**src/hdl/setx_pkg.sv**
```systemverilog
// Shared types and constants for the sprite entry tile expander.
package setx_pkg;

    localparam int MAX_TILES_DEF = 8;
    localparam int QUEUE_DEPTH   = 2;
    localparam int HEIGHT_W      = 3;

    localparam logic [9:0] SY_BASE_LO = 10'd240;
    localparam logic [9:0] SY_BASE_HI = 10'd495;
    localparam logic [8:0] SX_WRAP    = 9'h17f;
    localparam logic [9:0] SX_SPAN    = 10'h200;

    typedef struct packed {
        logic [15:0]         base_tile;
        logic [HEIGHT_W-1:0] last_row;
        logic [3:0]          colour;
        logic                flip_x;
        logic                flip_y;
        logic signed [9:0]   sx;
        logic signed [9:0]   sy;
    } t_tile_desc;

    typedef enum logic {
        BK_IDLE,
        BK_EMIT
    } t_back_state;

endpackage

```
**src/hdl/setx_front.sv**
```systemverilog
// Entry front end: accepts an entry, drops disabled ones, derives the tile column descriptor.
module setx_front #(
    parameter int MAX_TILES = setx_pkg::MAX_TILES_DEF
) (
    input  logic                 start,
    input  logic                 i_full,
    input  logic [7:0]           i_y_pos,
    input  logic [7:0]           i_attr_bits,
    input  logic [7:0]           i_tile_low,
    input  logic [7:0]           i_tile_bank,
    input  logic [3:0]           i_palette_sel,
    input  logic [7:0]           i_x_pos,
    output logic                 o_push,
    output setx_pkg::t_tile_desc o_desc
);

    localparam logic [setx_pkg::HEIGHT_W-1:0] LAST_MAX = setx_pkg::HEIGHT_W'(MAX_TILES - 1);

    logic [setx_pkg::HEIGHT_W-1:0] height;
    logic [8:0]                    x9;

    assign height = i_attr_bits[7:5];
    assign x9     = {i_attr_bits[2], i_x_pos};

    assign o_push = start && !i_full && i_attr_bits[0];

    always_comb begin
        o_desc.base_tile = {i_tile_bank, i_tile_low};
        o_desc.last_row  = (height > LAST_MAX) ? LAST_MAX : height;
        o_desc.colour    = i_palette_sel;
        o_desc.flip_x    = i_attr_bits[4];
        o_desc.flip_y    = i_attr_bits[3];
        if (x9 > setx_pkg::SX_WRAP) begin
            o_desc.sx = $signed({1'b0, x9} - setx_pkg::SX_SPAN);
        end else begin
            o_desc.sx = $signed({1'b0, x9});
        end
        if (i_attr_bits[1]) begin
            o_desc.sy = $signed(setx_pkg::SY_BASE_HI - {2'b00, i_y_pos});
        end else begin
            o_desc.sy = $signed(setx_pkg::SY_BASE_LO - {2'b00, i_y_pos});
        end
    end

endmodule

```
**src/hdl/setx_queue.sv**
```systemverilog
// Short descriptor queue between the front end and the tile emitter.
module setx_queue (
    input  logic                 i_clk,
    input  logic                 i_rst_n,
    input  logic                 i_push,
    input  setx_pkg::t_tile_desc i_desc,
    input  logic                 i_pop,
    output setx_pkg::t_tile_desc o_desc,
    output logic                 o_empty,
    output logic                 o_full
);

    localparam int PTR_W = (setx_pkg::QUEUE_DEPTH > 1) ? $clog2(setx_pkg::QUEUE_DEPTH) : 1;
    localparam int CNT_W = $clog2(setx_pkg::QUEUE_DEPTH + 1);
    localparam logic [CNT_W-1:0] DEPTH_C = CNT_W'(setx_pkg::QUEUE_DEPTH);
    localparam logic [PTR_W-1:0] LAST_P  = PTR_W'(setx_pkg::QUEUE_DEPTH - 1);

    setx_pkg::t_tile_desc r_slot [setx_pkg::QUEUE_DEPTH];
    logic [PTR_W-1:0] r_wr_ptr, n_wr_ptr;
    logic [PTR_W-1:0] r_rd_ptr, n_rd_ptr;
    logic [CNT_W-1:0] r_count, n_count;

    assign o_empty = (r_count == '0);
    assign o_full  = (r_count == DEPTH_C);
    assign o_desc  = r_slot[r_rd_ptr];

    always_comb begin
        n_wr_ptr = r_wr_ptr;
        n_rd_ptr = r_rd_ptr;
        n_count  = r_count;
        if (i_push) begin
            n_wr_ptr = (r_wr_ptr == LAST_P) ? '0 : r_wr_ptr + 1'b1;
        end
        if (i_pop) begin
            n_rd_ptr = (r_rd_ptr == LAST_P) ? '0 : r_rd_ptr + 1'b1;
        end
        if (i_push && !i_pop) begin
            n_count = r_count + 1'b1;
        end else if (!i_push && i_pop) begin
            n_count = r_count - 1'b1;
        end
    end

    always_ff @(posedge i_clk) begin
        if (!i_rst_n) begin
            r_wr_ptr <= '0;
            r_rd_ptr <= '0;
            r_count  <= '0;
        end else begin
            r_wr_ptr <= n_wr_ptr;
            r_rd_ptr <= n_rd_ptr;
            r_count  <= n_count;
        end
    end

    always_ff @(posedge i_clk) begin
        if (i_push) begin
            r_slot[r_wr_ptr] <= i_desc;
        end
    end

endmodule

```
**src/hdl/setx_back.sv**
```systemverilog
// Tile emitter: walks each descriptor row by row, one tile command beat per cycle.
module setx_back #(
    parameter int MAX_TILES = setx_pkg::MAX_TILES_DEF
) (
    input  logic                 i_clk,
    input  logic                 i_rst_n,
    input  setx_pkg::t_tile_desc i_desc,
    input  logic                 i_empty,
    output logic                 o_pop,
    output logic                 o_valid,
    output logic [16:0]          o_tile_index,
    output logic [3:0]           o_tile_colour,
    output logic                 o_mirror_x,
    output logic                 o_mirror_y,
    output logic signed [9:0]    o_screen_x,
    output logic signed [9:0]    o_screen_y,
    output logic                 o_final_tile
);

    localparam int ROW_W = (MAX_TILES > 1) ? $clog2(MAX_TILES) : 1;

    setx_pkg::t_back_state r_state, n_state;
    setx_pkg::t_tile_desc  r_desc;
    logic [ROW_W-1:0]      r_row, n_row;
    logic                  row_last;
    logic                  load;

    assign row_last = (r_row == ROW_W'(r_desc.last_row));

    always_comb begin
        n_state = r_state;
        unique case (r_state)
            setx_pkg::BK_IDLE: begin
                if (!i_empty) begin
                    n_state = setx_pkg::BK_EMIT;
                end
            end
            setx_pkg::BK_EMIT: begin
                if (row_last && i_empty) begin
                    n_state = setx_pkg::BK_IDLE;
                end
            end
            default: n_state = setx_pkg::BK_IDLE;
        endcase
    end

    always_comb begin
        load  = 1'b0;
        n_row = r_row;
        unique case (r_state)
            setx_pkg::BK_IDLE: begin
                load  = !i_empty;
                n_row = '0;
            end
            setx_pkg::BK_EMIT: begin
                load  = row_last && !i_empty;
                n_row = row_last ? '0 : r_row + 1'b1;
            end
            default: begin
                load  = 1'b0;
                n_row = '0;
            end
        endcase
    end

    assign o_pop = load;

    always_ff @(posedge i_clk) begin
        if (!i_rst_n) begin
            r_state <= setx_pkg::BK_IDLE;
            r_row   <= '0;
            o_valid <= 1'b0;
        end else begin
            r_state <= n_state;
            r_row   <= n_row;
            o_valid <= (r_state == setx_pkg::BK_EMIT);
        end
    end

    always_ff @(posedge i_clk) begin
        if (load) begin
            r_desc <= i_desc;
        end
        o_tile_index  <= {1'b0, r_desc.base_tile} + 17'(r_row);
        o_tile_colour <= r_desc.colour;
        o_mirror_x    <= r_desc.flip_x;
        o_mirror_y    <= r_desc.flip_y;
        o_screen_x    <= r_desc.sx;
        o_screen_y    <= r_desc.sy - $signed({2'b00, 4'(r_row), 4'b0000});
        o_final_tile  <= row_last;
    end

`ifndef SYNTHESIS
    a_emit_gives_beat: assert property (@(posedge i_clk) disable iff (!i_rst_n)
        (r_state == setx_pkg::BK_EMIT) |=> o_valid)
        else $error("emit cycle produced no beat");
    a_more_rows_stay: assert property (@(posedge i_clk) disable iff (!i_rst_n)
        (o_valid && !o_final_tile) |-> (r_state == setx_pkg::BK_EMIT))
        else $error("column ended before its final tile");
    a_pop_not_empty: assert property (@(posedge i_clk) disable iff (!i_rst_n)
        o_pop |-> !i_empty)
        else $error("pop from empty queue");
    a_no_reload_mid: assert property (@(posedge i_clk) disable iff (!i_rst_n)
        (r_state == setx_pkg::BK_EMIT && !row_last) |-> !o_pop)
        else $error("descriptor reloaded mid column");
`endif

endmodule

```
**src/hdl/sprite_entry_tile_expander.sv**
```systemverilog
// Top level of the sprite entry tile expander.
//
//  channel  | handshake       | payload
//  ---------+-----------------+------------------------------------------------
//  entry in | start / busy    | i_y_pos i_attr_bits i_tile_low i_tile_bank
//           |                 | i_palette_sel i_x_pos
//  tile out | o_valid strobe  | o_tile_index o_tile_colour o_mirror_x o_mirror_y
//           |                 | o_screen_x o_screen_y o_final_tile
//
// An enabled entry yields min(height+1, MAX_TILES) beats, one per cycle, set by the
// row counter of the emitter; a disabled entry is dropped at once and yields none.
// When the emitter is free, an entry goes via the queue, r_desc and output registers.
// A two-entry descriptor queue lets entries be taken while a column is emitted;
// busy is high while that queue is full.
// Reset is synchronous, active low, and empties the queue and the emitter.
// The receiver cannot stall: every beat is shown for exactly one cycle.
module sprite_entry_tile_expander #(
    parameter int MAX_TILES = setx_pkg::MAX_TILES_DEF
) (
    input  logic              i_clk,
    input  logic              i_rst_n,
    input  logic              start,
    output logic              busy,
    input  logic [7:0]        i_y_pos,
    input  logic [7:0]        i_attr_bits,
    input  logic [7:0]        i_tile_low,
    input  logic [7:0]        i_tile_bank,
    input  logic [3:0]        i_palette_sel,
    input  logic [7:0]        i_x_pos,
    output logic              o_valid,
    output logic [16:0]       o_tile_index,
    output logic [3:0]        o_tile_colour,
    output logic              o_mirror_x,
    output logic              o_mirror_y,
    output logic signed [9:0] o_screen_x,
    output logic signed [9:0] o_screen_y,
    output logic              o_final_tile
);

    setx_pkg::t_tile_desc push_desc;
    setx_pkg::t_tile_desc head_desc;
    logic                 push;
    logic                 pop;
    logic                 empty;
    logic                 full;

    assign busy = full;

    setx_front #(
        .MAX_TILES (MAX_TILES)
    ) u_front (
        .start         (start),
        .i_full        (full),
        .i_y_pos       (i_y_pos),
        .i_attr_bits   (i_attr_bits),
        .i_tile_low    (i_tile_low),
        .i_tile_bank   (i_tile_bank),
        .i_palette_sel (i_palette_sel),
        .i_x_pos       (i_x_pos),
        .o_push        (push),
        .o_desc        (push_desc)
    );

    setx_queue u_queue (
        .i_clk   (i_clk),
        .i_rst_n (i_rst_n),
        .i_push  (push),
        .i_desc  (push_desc),
        .i_pop   (pop),
        .o_desc  (head_desc),
        .o_empty (empty),
        .o_full  (full)
    );

    setx_back #(
        .MAX_TILES (MAX_TILES)
    ) u_back (
        .i_clk         (i_clk),
        .i_rst_n       (i_rst_n),
        .i_desc        (head_desc),
        .i_empty       (empty),
        .o_pop         (pop),
        .o_valid       (o_valid),
        .o_tile_index  (o_tile_index),
        .o_tile_colour (o_tile_colour),
        .o_mirror_x    (o_mirror_x),
        .o_mirror_y    (o_mirror_y),
        .o_screen_x    (o_screen_x),
        .o_screen_y    (o_screen_y),
        .o_final_tile  (o_final_tile)
    );

endmodule
```
**config.mk**
```make
export PLATFORM = sky130hd
export DESIGN_NAME = sprite_entry_tile_expander
export DESIGN_NICKNAME = d
export VERILOG_FILES = /design/src/hdl/setx_pkg.sv /design/src/hdl/setx_front.sv /design/src/hdl/setx_queue.sv /design/src/hdl/setx_back.sv /design/src/hdl/sprite_entry_tile_expander.sv
export SDC_FILE = /design/constraint.sdc
export NUM_CORES = 1
export LEC_CHECK = 0
export BUFFER_PORTS_ARGS = -buffer_cell sky130_fd_sc_hd__buf_2
export CORE_MARGIN = 8
export CORE_UTILIZATION = 42
export DETAILED_ROUTE_END_ITERATION = 16
export GPL_ROUTABILITY_DRIVEN = 0
export GPL_TIMING_DRIVEN = 0
export PLACE_DENSITY = 0.6
export SKIP_LAST_GASP = 1
export SYNTH_ARGS = -nofsm -noshare
export SYNTH_HDL_FRONTEND = slang
export SYNTH_SLANG_ARGS = --single-unit
```
**constraint.sdc**
```tcl
create_clock -name i_clk -period 9.9 [get_ports i_clk]
set_input_delay 1.98 -clock i_clk [delete_from_list [all_inputs] [get_ports i_clk]]
set_output_delay 1.98 -clock i_clk [all_outputs]
set_load 0.005 [all_outputs]
```
==> results of run 1 <==
where the power goes:
part	switching (mW)	internal, mW	leakage, nW
logic	0.242	0.217	1.06
registers	0.0664	1.08	1.69
clock network	0.283	0.400	0.293
per-stage QoR:
stage	hold WS, ps	setup WS, ps	area [µm²]	utilization (%)
global placement	326	2020	7340	46.9
finish	337	6740	8040	51.4
global route	351	6630	8040	51.4
detailed placement	327	6490	7440	47.6
CTS	342	6700	8040	51.4
floorplan	323	4290	6630	-
cells by family after synthesis:
group                    synth area share, %
flip-flops                              77.2
AND/OR/NAND/NOR                         4.47
multiplexers                            7.82
XOR/XNOR                                4.23
buffers and inverters                   1.79
AO/OA/AOI/OAI                           1.83
adder cells (fa/ha/maj)                 2.68
worst max-delay path by stage:
stage / depth (start not counted) / slack [ps] / start / end
2_1_floorplan: 2 / 4290 / i_attr_bits[0] / u_queue.r_slot[0][0]
3_3_place_gp: 3 / 2020 / i_attr_bits[0] / u_queue.r_slot[0][16]
3_5_place_dp: 7 / 6490 / i_attr_bits[0] / u_queue.r_slot[0][24]
4_1_cts: 2 / 6700 / u_queue.r_count[1] / busy
5_1_grt: 2 / 6630 / u_queue.r_count[1] / busy
6_report: 2 / 6740 / u_queue.r_count[1] / busy
metal layers:
metal	track usage, %	vias up
met4	6.56	2
met5	0	-
met2	20.0	69
li1	-	1589
met3	4.10	22
met1	11.9	1556
flip-flops by register name, indices dropped and copies added (netlist names):
register	cells
u_back.o_screen_y	10
u_back.r_row	3
u_back.o_valid	1
u_queue.r_rd_ptr	1
u_queue.r_count	2
u_back.o_mirror_x	1
u_back.o_final_tile	1
u_back.o_tile_index	17
u_queue.r_slot	90
u_back.r_desc	45
u_back.o_tile_colour	4
u_back.o_screen_x	10
u_back.r_state	1
u_queue.r_wr_ptr	1
u_back.o_mirror_y	1
area by class of cell:
type | instances | area [µm²]
Timing Repair Buffer | 95 | 541
Inverter | 16 | 60.1
Fill cell | 1328 | 7610
Buffer | 9 | 58.8
Tap cell | 216 | 270
Clock inverter | 13 | 166
Clock buffer | 19 | 433
Sequential cell | 188 | 5110
Multi-Input combinational cell | 159 | 1400
layout by cell type (no fill, tap or decap), types with 4 or more instances in the layout:
cell type  count
edfxtp_1     135
buf_2         92
dfxtp_1       53
mux2_2        46
xnor2_1       21
clkbuf_16     17
inv_1         15
nor2_1        12
xor2_1        11
ha_1          11
nand3_1        7
nand2_1        6
o21ai_0        5
clkbuf_1       5
a21oi_1        5
buf_6          4
worst reg2reg max path, stage by stage (launching register included):
cell and delay, ps:
dfxtp_1 490, xnor2_1 190, a31oi_1 140, or2_2 320, ha_1 340, or3_1 360
a21oi_1 130
==> run summary, run 1 <==
highest metal used - met5
asr flop ratio synth - 0%
r2r worst-path depth - 6
Slowest cell on crit path - dfxtp_1
Hold Fails Final Rpt - 0
largest net degree at the start of global routing - 35
TritonCTS clock tree - built
DIE AREA - 20,100 µm²
drt first pass iters - 4
CP delay by family, top - flip-flops
dpl cells - 683
Worst slew margin - 68.7%
post-synth design cell area - 6630 µm²
Mapped Nets - 432
Area growth syn-to-layout - 21.4%
Req. time, crit path - 7920 ps
most common cell in the synthesized netlist - edfxtp_1
initial antenna violation count - 1
Netlist cell types - 40
Post-Syn Instances - 372
Syn Area/Cell - 17.8 µm²
hold path cells - 0
WL met2 - 5.69 mm
sequential cell area fraction in the yosys report - 77.2%
reg2reg start - u_back.r_row[1]
CTS hold repair buffers - 0
NumNets Final - 546
Initial Util - 42.3%
Sink Count - 188
Num CTS Buffers - 17
min cycle time layout - 3160 ps
clock skew - 8.16 ps
crit path DAT - 1180 ps
# Max-Cap Violations - 0
Critical Path, Cell by Cell - nor2b_1, buf_2
Overflow after GRT - 0
reg-to-reg slack, setup - 7860 ps
Slew @ Worst Pin - 465 ps
Most used DFF post-synth - edfxtp_1
Fmax - 316 MHz
Avg WL per Cell - 15.4 µm
first-pass GRT wire length - 17.3 mm
Synth Register Bits - 188
unrepaired setup endpoints after global routing - false
PwrDens - 285 nW/µm²
wire length on met3 - 618 µm
Max H-tree Level - 4
CTS resizes - 0
critical path peak fanout - 4
Finish-stage setup viols - 0
r2r endpoint - u_queue.r_count[1]
Hold Path End - u_back.o_screen_y[3]
Startpoint Class - flip-flop
number of non-filler instances in the completed layout - 715
max-slew violation count - 0
leading area contributor after synthesis - edfxtp_1
DR vias/cell - 4.53
CTS root buffer - clkbuf_16
Hold Path Class - reg2reg
width of the chip - 142 µm
Core ar. - 15,700 µm²
Vias - 3,238
Total Routing Usage GR - 11.5%
I/O Buffers - 88
M1 WL - 4.40 mm
final antenna-violating net count - 0
Synth area leaders - edfxtp_1 (61%), dfxtp_1 (16%), mux2_2 (7.8%), xnor2_1 (2.8%), ha_1 (2.1%)
Power, Total - 2.29 mW
Die Ht - 142 µm
clock tree buffer depth - 2
CP Buf/Inv Count - 1
EDFF count, synth - 135
drt drc - 0
critical hold path startpoint - u_back.r_desc[3]
clock network latency to the later pin of the worst-skew pair - 420 ps
clock-pin slew on the worst setup and hold paths - 70 ps
HPWL Detailed - 7.64 mm
Setup CP Type - reg2out
final period utilization - 31.9%
row count - 46
setup TNS - 0 ps
Lkg Pwr - 3.04 nW
yosys warns - 0
drt total wl - 11.0 mm
status - finished, final reports clean
Peak VDD IR - 133 µV
IO Pins - 93
CP endpoint kind - output pin
n_diodes - 0
First DRT Iteration DRCs - 130
vias in the first global route - 3,483
total setup buffers inserted after CTS - 0
top cell type's share of synthesized area - 61.2%
share of post-route cells with drive strength above 1 - 37.5%
Commonest cells post-synth - edfxtp_1 (135), dfxtp_1 (53), mux2_2 (46)
CP peak stage delay - 360 ps
Note: power is estimated with default switching activity, not from simulation.
==> run 2: changes to the inputs <==
==> constraint.sdc (replaced) <==
create_clock -name i_clk -period 3.23 [get_ports i_clk]
set_input_delay 0.646 -clock i_clk [delete_from_list [all_inputs] [get_ports i_clk]]
set_output_delay 0.646 -clock i_clk [all_outputs]
set_load 0.005 [all_outputs]
==> run 2 against run 1 <==
Effect of this change: setup slack got worse by 5600 ps; cell count decreased by 0.42%; combinational power increased to 3.1 times the previous value; wire length decreased by 0.30%; sequential power increased to 3.1 times the previous value; critical path type is now reg2reg; register-to-register slack got worse by 6800 ps; largest power group unchanged; global-route usage increased by 0.083 points.
==> run summary, run 2 (synthesis results as in run 1) <==
Fillers - 1,348 (was 1,328)
TritonCTS clock tree - built (unchanged)
Overflow after GRT - 0 (unchanged)
clock network latency to the later pin of the worst-skew pair - 430 ps (was 420 ps)
status - finished, final reports clean (unchanged)
largest net degree at the start of global routing - 25 (was 35)
Total Routing Usage GR - 11.6% (was 11.5%)
Fmax - 469 MHz
Hold Path Class - reg2reg (unchanged)
final antenna-violating net count - 0 (unchanged)
drt first pass iters - 5 (was 4)
Vias - 3,179 (was 3,238)
width of the chip - 142 µm (unchanged)
Power, Total - 7.01 mW (was 2.29 mW)
Sink Count - 188 (unchanged)
Startpoint Class - flip-flop (unchanged)
Sw Pwr - 1.81 mW (was 591 µW)
Slew @ Worst Pin - 891 ps (was 465 ps)
Largest regs - u_queue.r_slot (90), u_back.r_desc (45), u_back.o_tile_index (17) (unchanged)
clock-pin slew on the worst setup and hold paths - 70 ps (about the same)
I/O Buffers - 88 (unchanged)
n_diodes - 0 (unchanged)
min cycle time layout - 2130 ps
Die Ht - 142 µm (unchanged)
crit path DAT - 2260 ps (was 1180 ps)
Clk pwr share - 29.7% (was 29.8%)
NumNets Final - 543 (was 546)
drt total wl - 11.0 mm (about the same)
critical path peak fanout - 23 (was 4)
Req. time, crit path - 3360 ps (was 7920 ps)
Initial Util - 42.3% (unchanged)
clock skew - 7.49 ps (was 8.16 ps)
Reg with most FFs - u_queue.r_slot (unchanged)
Core ar. - 15,700 µm² (unchanged)
Max H-tree Level - 4 (unchanged)
P_int - 5.20 mW (was 1.70 mW)
most common cell after layout, fill and taps aside - edfxtp_1 (unchanged)
Avg WL per Cell - 15.4 µm (about the same)
Setup CP Type - reg2reg (was reg2out)
HPWL Detailed - 7.60 mm (was 7.64 mm)
first-pass GRT wire length - 17.3 mm (about the same)
CP endpoint kind - flip-flop (was output pin)
Worst slew margin - 40.4% (was 68.7%)
Peak VDD IR - 414 µV (was 133 µV)
drt drc - 0 (unchanged)
Flop pwr share - 50.3% (was 50.1%)
max-slew violation count - 0 (unchanged)
max FFs per register - 90 (unchanged)
Finish-stage setup viols - 0 (unchanged)
sw frac - 25.8% (about the same)
most frequent cells in the layout - edfxtp_1 (135), buf_2 (92), dfxtp_1 (53) (unchanged)
Final Cell Area - 8030 µm² (was 8040 µm²)
Lkg Pwr - 3.02 nW (was 3.04 nW)
Area growth syn-to-layout - 21.2% (was 21.4%)
CTS root buffer - clkbuf_16 (unchanged)
row count - 46 (unchanged)
CTS resizes - 0 (unchanged)
First DRT Iteration DRCs - 137 (was 130)
clock tree buffer depth - 2 (unchanged)
total setup buffers inserted after CTS - 0 (unchanged)
unrepaired setup endpoints after global routing - false (unchanged)
share of post-route cells with drive strength above 1 - 37.5% (about the same)
CTS hold repair buffers - 0 (unchanged)
Gate power share - 20.0% (about the same)
initial antenna violation count - 2 (was 1)
# Max-Cap Violations - 0 (unchanged)
PwrDens - 873 nW/µm² (was 285 nW/µm²)
Num CTS Buffers - 17 (unchanged)
placed inst area - 7430 µm² (was 7440 µm²)
DIE AREA - 20,100 µm² (unchanged)
DR vias/cell - 4.46 (was 4.53)
final period utilization - 66.0%
vias in the first global route - 3,406 (was 3,483)
Hold Fails Final Rpt - 0 (unchanged)
IO Pins - 93 (unchanged)
run 2: cell types whose count changed in the layout (fill, tap and decap cells not counted), sizes merged:
cell	before	now
clkinvlp	0	4
clkinv	6	5
clkbuf	24	23
inv	20	18
buf	99	96
run 2: area by class of cell:
class / count / area (µm²) / area share, %
repair buffers: 92 / 523 / 6.51
multi-input cells: 159 / 1410 / 17.5
clock buffers: 18 / 429 / 5.34
well taps: 216 / 270 / 3.37
clock inverters: 14 / 169 / 2.10
plain buffers: 9 / 58.8 / 0.732
inverters: 16 / 60.1 / 0.748
flip-flops and latches: 188 / 5110 / 63.7
run 2: path summary, 6_finish.rpt:
| check | slack (ps) | end | start | cells past startpoint |
|---|---|---|---|---|
| worst max-delay path | 1100 | u_back.r_desc[16] | u_back.r_row[1] | 5 |
| worst min-delay path | 340 | u_back.o_tile_colour[1] | u_back.r_desc[23] | 0 |
| worst max register to register | 1100 | u_back.r_desc[16] | u_back.r_row[1] | 5 |
| worst min register to register | 340 | u_back.o_tile_colour[1] | u_back.r_desc[23] | 0 |
run 2: per-layer routing:
layer | vias up | share of wire [%] | track usage, %
met1 | 1505 | 40 | 11.6
met2 | 64 | 52 | 20.6
met4 | 4 | 2.2 | 6.11
met5 | - | 0.18 | 0
li1 | 1583 | - | -
met3 | 23 | 5.2 | 4.37
run 2: power groups by stage:
stage	combinational, mW	sequential (mW)	clock, mW
2_1_floorplan	0.823	3.58	0
3_3_place_gp	1.35	3.60	0
3_5_place_dp	1.45	3.58	0
4_1_cts	1.46	3.54	2.14
5_1_grt	1.56	3.59	2.23
6_report	1.40	3.53	2.08
run 2: stage by stage:
stage                     utilization [%]  cells  setup WS [ps]  setup TNS [ps]  hold WS (ps)
after floorplan                         -    372            334               0           323
after global placement               46.9    676           -965          -44080           325
after detailed placement             47.5    680            946               0           327
after CTS                            51.3    712           1060               0           343
after global routing                 51.3    712            950               0           351
final                                51.3    712           1100               0           342
run 2: worst max-delay path: stages, from the launching register on:
cell     delay (ps)
dfxtp_1         490
xnor2_1         180
a31oi_1         130
or2_2           310
inv_2           440
buf_12          260
